**config.mk**
```make
export PLATFORM = sky130hd
export DESIGN_NAME = crc_checked_flow_pi_regulator_top
export DESIGN_NICKNAME = d
export VERILOG_FILES = /design/src/hw/rtl/crcfpi_pkg.sv /design/src/hw/rtl/crcfpi_ctrl.sv /design/src/hw/rtl/crcfpi_dp.sv /design/src/hw/rtl/crc_checked_flow_pi_regulator_top.sv
export VERILOG_INCLUDE_DIRS = /design/src /design/src/hw/rtl
export SDC_FILE = /design/constraint.sdc
export NUM_CORES = 2
export LEC_CHECK = 0
export BUFFER_PORTS_ARGS = -buffer_cell sky130_fd_sc_hd__buf_4
export CORE_MARGIN = 3
export CORE_UTILIZATION = 60
export CTS_BUF_LIST = sky130_fd_sc_hd__clkbuf_4 sky130_fd_sc_hd__clkbuf_8 sky130_fd_sc_hd__clkbuf_16
export DETAILED_ROUTE_END_ITERATION = 7
export PLACE_DENSITY = 0.77
export SLEW_MARGIN = 30
export SYNTH_ARGS = -nofsm -noshare
export SYNTH_HDL_FRONTEND = slang
export SYNTH_SLANG_ARGS = --single-unit
```
**constraint.sdc**
```tcl
create_clock -name clk -period 18.49 [get_ports clk]
set_input_delay 0.9245 -clock clk [delete_from_list [all_inputs] [get_ports clk]]
set_output_delay 0.9245 -clock clk [all_outputs]
set_load 0.02 [all_outputs]
```
**src/hw/rtl/crc_checked_flow_pi_regulator_top_assert.svh**
```systemverilog
// assertion macros for the flow regulator
`ifndef CRC_CHECKED_FLOW_PI_REGULATOR_TOP_ASSERT_SVH
`define CRC_CHECKED_FLOW_PI_REGULATOR_TOP_ASSERT_SVH

// condition holds at every edge out of reset
`define CFPI_ASSERT(lbl, cond, msg) \
	lbl: assert property (@(posedge clk) disable iff (!arst_n) (cond)) else $error(msg);

// pre at one edge implies post at the next
`define CFPI_ASSERT_NEXT(lbl, pre, post, msg) \
	lbl: assert property (@(posedge clk) disable iff (!arst_n) (pre) |=> (post)) else $error(msg);

`endif

```
**src/hw/rtl/crcfpi_pkg.sv**
```systemverilog
package crcfpi_pkg;

	localparam int DUTY_BITS_DEF = 12;
	localparam logic [7:0] CRC_POLY = 8'h31;
	localparam logic [15:0] FLOW_COEF = 16'd43962;
	localparam logic [12:0] TARGET_MAX = 13'd6400;
	localparam logic [14:0] FLOW_MAX = 15'd31085;

	localparam int CFG_IDX_BITS = 3;
	localparam logic [2:0] REG_TARGET = 3'd0;
	localparam logic [2:0] REG_PGAIN = 3'd1;
	localparam logic [2:0] REG_IGAIN = 3'd2;
	localparam logic [2:0] REG_ILIMIT = 3'd3;

	typedef enum logic [1:0] {MUL_FLOW, MUL_PROP, MUL_ILO, MUL_IHI} mul_sel_t;
	typedef enum logic [1:0] {SUM_NONE, SUM_LOAD, SUM_ADD, SUM_ADD_HI} sum_op_t;

	typedef struct packed {
		logic     load;
		logic     root_step;
		logic     mul_en;
		mul_sel_t mul_sel;
		logic     hold_wr;
		logic     err_en;
		sum_op_t  sum_op;
		logic     out_wr;
	} dp_cmd_t;

	typedef struct packed {
		logic frame_ok;
	} dp_stat_t;

	function automatic logic [7:0] crc_word(input logic [7:0] hi, input logic [7:0] lo);
		logic [7:0] c;
		logic [15:0] d;
		c = 8'h00;
		d = {hi, lo};
		for (int i = 0; i < 16; i++) begin
			if (i == 0 || i == 8)
				c = c ^ ((i == 0) ? d[15:8] : d[7:0]);
			c = c[7] ? ({c[6:0], 1'b0} ^ CRC_POLY) : {c[6:0], 1'b0};
		end
		return c;
	endfunction

endpackage

```
**src/hw/rtl/crcfpi_ctrl.sv**
```systemverilog
module crcfpi_ctrl (
	input  logic                clk,
	input  logic                arst_n,
	input  logic                in_valid,
	output logic                in_stall,
	output logic                out_valid,
	input  logic                out_stall,
	input  crcfpi_pkg::dp_stat_t stat,
	output crcfpi_pkg::dp_cmd_t  cmd
);

	typedef enum logic [3:0] {
		ST_IDLE, ST_ROOT, ST_SCALE, ST_HOLD, ST_ERR,
		ST_MP, ST_MI0, ST_MI1, ST_FIN, ST_OUT
	} state_t;

	state_t state_q;
	logic [3:0] cnt_q;
	logic out_free;

	assign out_free = !out_valid || !out_stall;
	assign in_stall = (state_q != ST_IDLE);

	always_comb begin
		cmd = '0;
		cmd.mul_sel = crcfpi_pkg::MUL_FLOW;
		cmd.sum_op = crcfpi_pkg::SUM_NONE;
		unique case (state_q)
			ST_IDLE:  cmd.load = in_valid;
			ST_ROOT:  cmd.root_step = 1'b1;
			ST_SCALE: cmd.mul_en = 1'b1;
			ST_HOLD:  cmd.hold_wr = 1'b1;
			ST_ERR:   cmd.err_en = 1'b1;
			ST_MP: begin
				cmd.mul_en = 1'b1;
				cmd.mul_sel = crcfpi_pkg::MUL_PROP;
			end
			ST_MI0: begin
				cmd.mul_en = 1'b1;
				cmd.mul_sel = crcfpi_pkg::MUL_ILO;
				cmd.sum_op = crcfpi_pkg::SUM_LOAD;
			end
			ST_MI1: begin
				cmd.mul_en = 1'b1;
				cmd.mul_sel = crcfpi_pkg::MUL_IHI;
				cmd.sum_op = crcfpi_pkg::SUM_ADD;
			end
			ST_FIN:   cmd.sum_op = crcfpi_pkg::SUM_ADD_HI;
			ST_OUT:   cmd.out_wr = out_free;
			default:  cmd = '0;
		endcase
	end

	always_ff @(posedge clk or negedge arst_n) begin
		if (!arst_n) begin
			state_q <= ST_IDLE;
			cnt_q <= '0;
			out_valid <= 1'b0;
		end else begin
			if (cmd.out_wr)
				out_valid <= 1'b1;
			else if (!out_stall)
				out_valid <= 1'b0;
			unique case (state_q)
				ST_IDLE: begin
					cnt_q <= '0;
					if (in_valid)
						state_q <= ST_ROOT;
				end
				ST_ROOT: begin
					cnt_q <= cnt_q + 4'd1;
					if (!stat.frame_ok)
						state_q <= ST_ERR;
					else if (cnt_q == 4'd15)
						state_q <= ST_SCALE;
				end
				ST_SCALE: state_q <= ST_HOLD;
				ST_HOLD:  state_q <= ST_ERR;
				ST_ERR:   state_q <= ST_MP;
				ST_MP:    state_q <= ST_MI0;
				ST_MI0:   state_q <= ST_MI1;
				ST_MI1:   state_q <= ST_FIN;
				ST_FIN:   state_q <= ST_OUT;
				ST_OUT: begin
					if (out_free)
						state_q <= ST_IDLE;
				end
				default:  state_q <= ST_IDLE;
			endcase
		end
	end

endmodule

```
**src/hw/rtl/crcfpi_dp.sv**
```systemverilog
module crcfpi_dp #(
	parameter int DUTY_BITS = crcfpi_pkg::DUTY_BITS_DEF
) (
	input  logic                  clk,
	input  logic                  arst_n,
	input  logic                  cfg_we,
	input  logic [2:0]            cfg_index,
	input  logic [31:0]           cfg_data,
	input  logic [7:0]            press_high,
	input  logic [7:0]            press_low,
	input  logic [7:0]            press_crc,
	input  logic [7:0]            temp_high,
	input  logic [7:0]            temp_low,
	input  logic [7:0]            temp_crc,
	input  logic [7:0]            third_high,
	input  logic [7:0]            third_low,
	input  logic [7:0]            third_crc,
	input  crcfpi_pkg::dp_cmd_t   cmd,
	output crcfpi_pkg::dp_stat_t  stat,
	output logic [DUTY_BITS-1:0]  duty,
	output logic [14:0]           flow_now,
	output logic                  frame_ok
);

	localparam logic [41:0] DUTY_MAX = 42'((64'd1 << DUTY_BITS) - 64'd1);

	logic [12:0] target_q;
	logic [23:0] pgain_q, igain_q;
	logic [30:0] ilimit_q;
	logic [14:0] held_q;
	logic signed [31:0] integ_q;
	logic ok_q;
	logic [31:0] rem_q, res_q, bit_q;
	logic signed [15:0] err_q;
	logic signed [41:0] prod_q;
	logic signed [57:0] sum_q;

	logic frame_good;
	logic [31:0] trial;
	logic signed [24:0] mul_a;
	logic signed [16:0] mul_b;
	logic signed [15:0] err_c;
	logic signed [32:0] acc_c, lim_c;
	logic signed [41:0] sum_hi;
	logic [DUTY_BITS-1:0] duty_c;

	assign frame_good = (crcfpi_pkg::crc_word(press_high, press_low) == press_crc)
		&& (crcfpi_pkg::crc_word(temp_high, temp_low) == temp_crc)
		&& (crcfpi_pkg::crc_word(third_high, third_low) == third_crc);
	assign stat.frame_ok = ok_q;
	assign trial = res_q + bit_q;

	always_comb begin
		unique case (cmd.mul_sel)
			crcfpi_pkg::MUL_FLOW: begin
				mul_a = {9'd0, res_q[15:0]};
				mul_b = {1'b0, crcfpi_pkg::FLOW_COEF};
			end
			crcfpi_pkg::MUL_PROP: begin
				mul_a = {1'b0, pgain_q};
				mul_b = {err_q[15], err_q};
			end
			crcfpi_pkg::MUL_ILO: begin
				mul_a = {1'b0, igain_q};
				mul_b = {1'b0, integ_q[15:0]};
			end
			crcfpi_pkg::MUL_IHI: begin
				mul_a = {1'b0, igain_q};
				mul_b = {integ_q[31], integ_q[31:16]};
			end
			default: begin
				mul_a = '0;
				mul_b = '0;
			end
		endcase
	end

	assign err_c = $signed({3'b000, target_q}) - $signed({1'b0, held_q});
	assign acc_c = 33'(integ_q) + 33'(err_c);
	assign lim_c = $signed({2'b00, ilimit_q});
	assign sum_hi = 42'(sum_q >>> 16);

	always_comb begin
		if (sum_q <= 58'sd0)
			duty_c = '0;
		else if (sum_hi > $signed(DUTY_MAX))
			duty_c = DUTY_MAX[DUTY_BITS-1:0];
		else
			duty_c = sum_hi[DUTY_BITS-1:0];
	end

	always_ff @(posedge clk or negedge arst_n) begin
		if (!arst_n) begin
			target_q <= '0;
			pgain_q <= '0;
			igain_q <= '0;
			ilimit_q <= '0;
			held_q <= '0;
			integ_q <= '0;
		end else begin
			if (cfg_we) begin
				unique case (cfg_index)
					crcfpi_pkg::REG_TARGET: target_q <= (cfg_data[12:0] > crcfpi_pkg::TARGET_MAX)
						? crcfpi_pkg::TARGET_MAX : cfg_data[12:0];
					crcfpi_pkg::REG_PGAIN:  pgain_q <= cfg_data[23:0];
					crcfpi_pkg::REG_IGAIN:  igain_q <= cfg_data[23:0];
					crcfpi_pkg::REG_ILIMIT: ilimit_q <= cfg_data[30:0];
					default: ;
				endcase
			end
			if (cmd.hold_wr)
				held_q <= prod_q[30:16];
			if (cmd.err_en) begin
				if (acc_c > lim_c)
					integ_q <= lim_c[31:0];
				else if (acc_c < -lim_c)
					integ_q <= 32'(-lim_c);
				else
					integ_q <= acc_c[31:0];
			end
		end
	end

	always_ff @(posedge clk) begin
		if (cmd.load) begin
			ok_q <= frame_good;
			rem_q <= press_high[7] ? 32'd0 : {press_high, press_low, 16'd0};
			res_q <= '0;
			bit_q <= 32'h4000_0000;
		end
		if (cmd.root_step) begin
			if (rem_q >= trial) begin
				rem_q <= rem_q - trial;
				res_q <= (res_q >> 1) + bit_q;
			end else begin
				res_q <= res_q >> 1;
			end
			bit_q <= bit_q >> 2;
		end
		if (cmd.err_en)
			err_q <= err_c;
		if (cmd.mul_en)
			prod_q <= mul_a * mul_b;
		unique case (cmd.sum_op)
			crcfpi_pkg::SUM_NONE:   ;
			crcfpi_pkg::SUM_LOAD:   sum_q <= 58'(prod_q);
			crcfpi_pkg::SUM_ADD:    sum_q <= sum_q + 58'(prod_q);
			crcfpi_pkg::SUM_ADD_HI: sum_q <= sum_q + (58'(prod_q) <<< 16);
			default: ;
		endcase
		if (cmd.out_wr) begin
			duty <= duty_c;
			flow_now <= held_q;
			frame_ok <= ok_q;
		end
	end

endmodule

```
**src/hw/rtl/crc_checked_flow_pi_regulator_top.sv**
```systemverilog
// channel  | handshake              | words
// in       | in_valid / in_stall    | nine frame bytes
// out      | out_valid / out_stall  | duty, flow_now, frame_ok
// cfg      | cfg_valid / cfg_ready  | cfg_index, cfg_data
// A frame with good CRCs runs the 16-step square root loop, then scale, hold,
// error, PI and out states; a failed CRC jumps from the loop to the error state.
// One 25x17 multiplier is shared by flow scaling and the three PI products.
// Reset clears config registers, held flow and integral; no clearing pass.
// The result register lets the next frame in while out is stalled.
module crc_checked_flow_pi_regulator_top #(
	parameter int DUTY_BITS = crcfpi_pkg::DUTY_BITS_DEF
) (
	input  logic                 clk,
	input  logic                 arst_n,
	input  logic                 cfg_valid,
	output logic                 cfg_ready,
	input  logic [2:0]           cfg_index,
	input  logic [31:0]          cfg_data,
	input  logic                 in_valid,
	output logic                 in_stall,
	input  logic [7:0]           press_high,
	input  logic [7:0]           press_low,
	input  logic [7:0]           press_crc,
	input  logic [7:0]           temp_high,
	input  logic [7:0]           temp_low,
	input  logic [7:0]           temp_crc,
	input  logic [7:0]           third_high,
	input  logic [7:0]           third_low,
	input  logic [7:0]           third_crc,
	output logic                 out_valid,
	input  logic                 out_stall,
	output logic [DUTY_BITS-1:0] duty,
	output logic [14:0]          flow_now,
	output logic                 frame_ok
);

	`include "crc_checked_flow_pi_regulator_top_assert.svh"

	crcfpi_pkg::dp_cmd_t cmd;
	crcfpi_pkg::dp_stat_t stat;

	assign cfg_ready = 1'b1;

	crcfpi_ctrl u_ctrl (
		.clk       (clk),
		.arst_n    (arst_n),
		.in_valid  (in_valid),
		.in_stall  (in_stall),
		.out_valid (out_valid),
		.out_stall (out_stall),
		.stat      (stat),
		.cmd       (cmd)
	);

	crcfpi_dp #(.DUTY_BITS(DUTY_BITS)) u_dp (
		.clk        (clk),
		.arst_n     (arst_n),
		.cfg_we     (cfg_valid && cfg_ready),
		.cfg_index  (cfg_index),
		.cfg_data   (cfg_data),
		.press_high (press_high),
		.press_low  (press_low),
		.press_crc  (press_crc),
		.temp_high  (temp_high),
		.temp_low   (temp_low),
		.temp_crc   (temp_crc),
		.third_high (third_high),
		.third_low  (third_low),
		.third_crc  (third_crc),
		.cmd        (cmd),
		.stat       (stat),
		.duty       (duty),
		.flow_now   (flow_now),
		.frame_ok   (frame_ok)
	);

	`CFPI_ASSERT(a_flow_range, !out_valid || flow_now <= crcfpi_pkg::FLOW_MAX, "flow out of range")
	`CFPI_ASSERT_NEXT(a_busy_after_accept, in_valid && !in_stall, in_stall, "frame not held off")

endmodule
```
==> out/metrics.csv <==
metric,value,unit
Max Root-Sink Buffers,3,
Num CTS Buffers,46,
RSZ-0062 raised after global routing,false,
grt ovf,0,
Post-CTS Setup Inserts,0,
status,completed,
Layout Skew,0.0265,ns
Post-CTS Resized,0,
clock root buffer,clkbuf_16,
placed cell count,5775,
Worst Tran Pin Value,0.997,ns
Final nets,5749,
Setup crit end kind,register,
MaxCap Viol Count,0,
final WL,123000,um
crit share post-route,49.6,%
CP Buf/Inv Count,3,
number of diodes,0,
Hold WC Path Type,input pin to async pin,
CP max stage cell,a2111oi_0,
drt wl/cell,20.9,um
die area,74700,um^2
Hold Buf Count CTS,0,
DP HPWL,96300,um
first-pass GRT wire length,194000,um
Worst EP required,19.03,ns
Layout Cells excl Fill,5862,
fin crit period,9.17,ns
vias per cell,6.16,
CP Class,register to register,
post-synthesis cell type count,90,
largest net degree at the start of global routing,80,
ys flop type,edfxtp_1,
fin. max-slew vios,0,
Post-synth ARST share,39.7,%
Yosys Warn Count,0,
Worst Path Arrival,9.71,ns
"commonest non-fill, non-tap cell in the layout",inv_1,
die height,273,um
fmax,0.109,GHz
core area,70400,um^2
Synth Instances,4822,
Worst-path clk slew,0.06,ns
Area Growth Syn to Fin,8.62,%
"Hold Violations, Final",0,
CTS H-tree depth,2,
initial antenna violation count,0,
I/O pin total,143,
Synth Area per Inst,8.89,um^2
"EDFF count, synth",192,
CTS Sinks,373,
Netlist Area Pre-Place,42800,um^2
CTS tree,built,
RD Place Congestion,1.02,
ratio of cells with drive above 1 in the final layout,8.55,%
post-synthesis sequential area ratio,23.6,%
Buffers on Ports,140,
relative slew slack,32.8,%
vias post-DR,36131,
DRC,0,
"commonest non-fill, non-tap cells in the layout","508 x inv_1, 489 x nand2_1, 466 x nor2_1, 419 x ha_1, 334 x fa_1",
"Setup violations, final",0,
site row count,97,
vias in the first global route,35880,
slowest cell delay on critical path,0.74,ns
crit path max fanout,21,
drt first pass iters,6,
setup_tns,0,ns
Starting Density,60.9,%
utilization after layout,66.1,%
FILL cells,5907,
Yosys reg bits,373,
critical path's top delay family,compound AO/OA/AOI/OAI gates,
Routed Antenna Nets,0,
Iteration-0 DRC Markers,2862,
worst-skew pair later-pin latency,0.60,ns
syn_nets,5687,
DIE WIDTH,273,um
GRT Util Overall,32.7,%
CP Launch Type,register,
[cell type report]
type	count	area, um^2	share of cell area, %
Sequential cell	373	10100	21.8
Inverter	509	1910	4.10
Timing Repair Buffer	191	1440	3.10
Clock inverter	19	259	0.556
Multi-Input combinational cell	3763	30200	64.9
Clock buffer	67	1440	3.09
Tap cell	940	1180	2.53
[final timing paths]
check / start / end / cells past startpoint / slack (ns)
worst max-delay path: u_dp.held_q[1] / u_dp.integ_q[2] / 32 / 9.32
worst min-delay path: arst_n / u_dp.pgain_q[22] / 1 / 0.37
worst max register to register: u_dp.held_q[1] / u_dp.integ_q[2] / 32 / 9.32
worst min register to register: u_dp.held_q[9] / u_dp.flow_now[9] / 0 / 0.45
max in group asynchronous: arst_n / u_dp.igain_q[5] / 2 / 16.95
min in group clk: u_dp.held_q[9] / u_dp.flow_now[9] / 0 / 0.45
[flip-flops by register name (all words and copies together), names as in the netlist, 24 cells and up]
signal,cells
u_dp.igain_q,24
u_dp.ilimit_q,31
u_dp.integ_q,32
u_dp.pgain_q,24
u_dp.prod_q,42
u_dp.rem_q,32
u_dp.res_q,32
u_dp.sum_q,58
[Yosys cell counts (all sizes together) (48+ instances only)]
library cell / n / area share, %
clkbuf: 154 / 1.3
o21ai: 229 / 2.7
edfxtp: 192 / 13
mux2: 94 / 2.5
fa: 334 / 16
o21a: 58 / 1.0
xnor2: 252 / 5.2
xor2: 126 / 2.6
nand2: 491 / 4.3
dfrtp: 148 / 8.6
inv: 509 / 4.5
nor2: 473 / 4.2
nor3: 61 / 0.74
ha: 419 / 12
nand3: 75 / 0.91
a21o: 96 / 1.7
nand2b: 55 / 0.80
a21oi: 304 / 3.6
and3: 53 / 0.77
a211oi: 48 / 0.84
[metal layers]
layer | GRT usage [%] | up-vias | share of wire [%]
li1 | - | 16827 | -
met1 | 42.4 | 17436 | 41
met2 | 52.8 | 1479 | 46
met3 | 5.54 | 389 | 7.8
met4 | 16.7 | 0 | 6.0
met5 | 0 | - | 0
[cells by family (layout without fill, tap and decap cells)]
logic type	count (synthesis)	after routing	synth area share [%]
adder cells (fa/ha/maj)	753	753	27.8
flip-flops	373	373	23.6
XOR/XNOR	378	378	7.73
AO/OA/AOI/OAI	1070	1070	16.1
other	1	1	0.00875
buffers and inverters	686	786	6.07
AND/OR/NAND/NOR	1425	1425	15.1
multiplexers	136	136	3.45
[through the flow]
stage / area, um^2 / setup WS [ns] / hold slack, ns
final: 46500 / 9.32 / 0.371
after global routing: 46500 / 8.83 / 0.415
after CTS: 46500 / 9.53 / 0.384
after detailed placement: 44800 / 9.60 / 0.437
after global placement: 44800 / 9.69 / 0.432
after floorplan: 42800 / 10.55 / 0.423
Power is left out: the tool's default activity adds up to more than one toggle a clock period on the data nets, which glitch-free logic cannot reach.
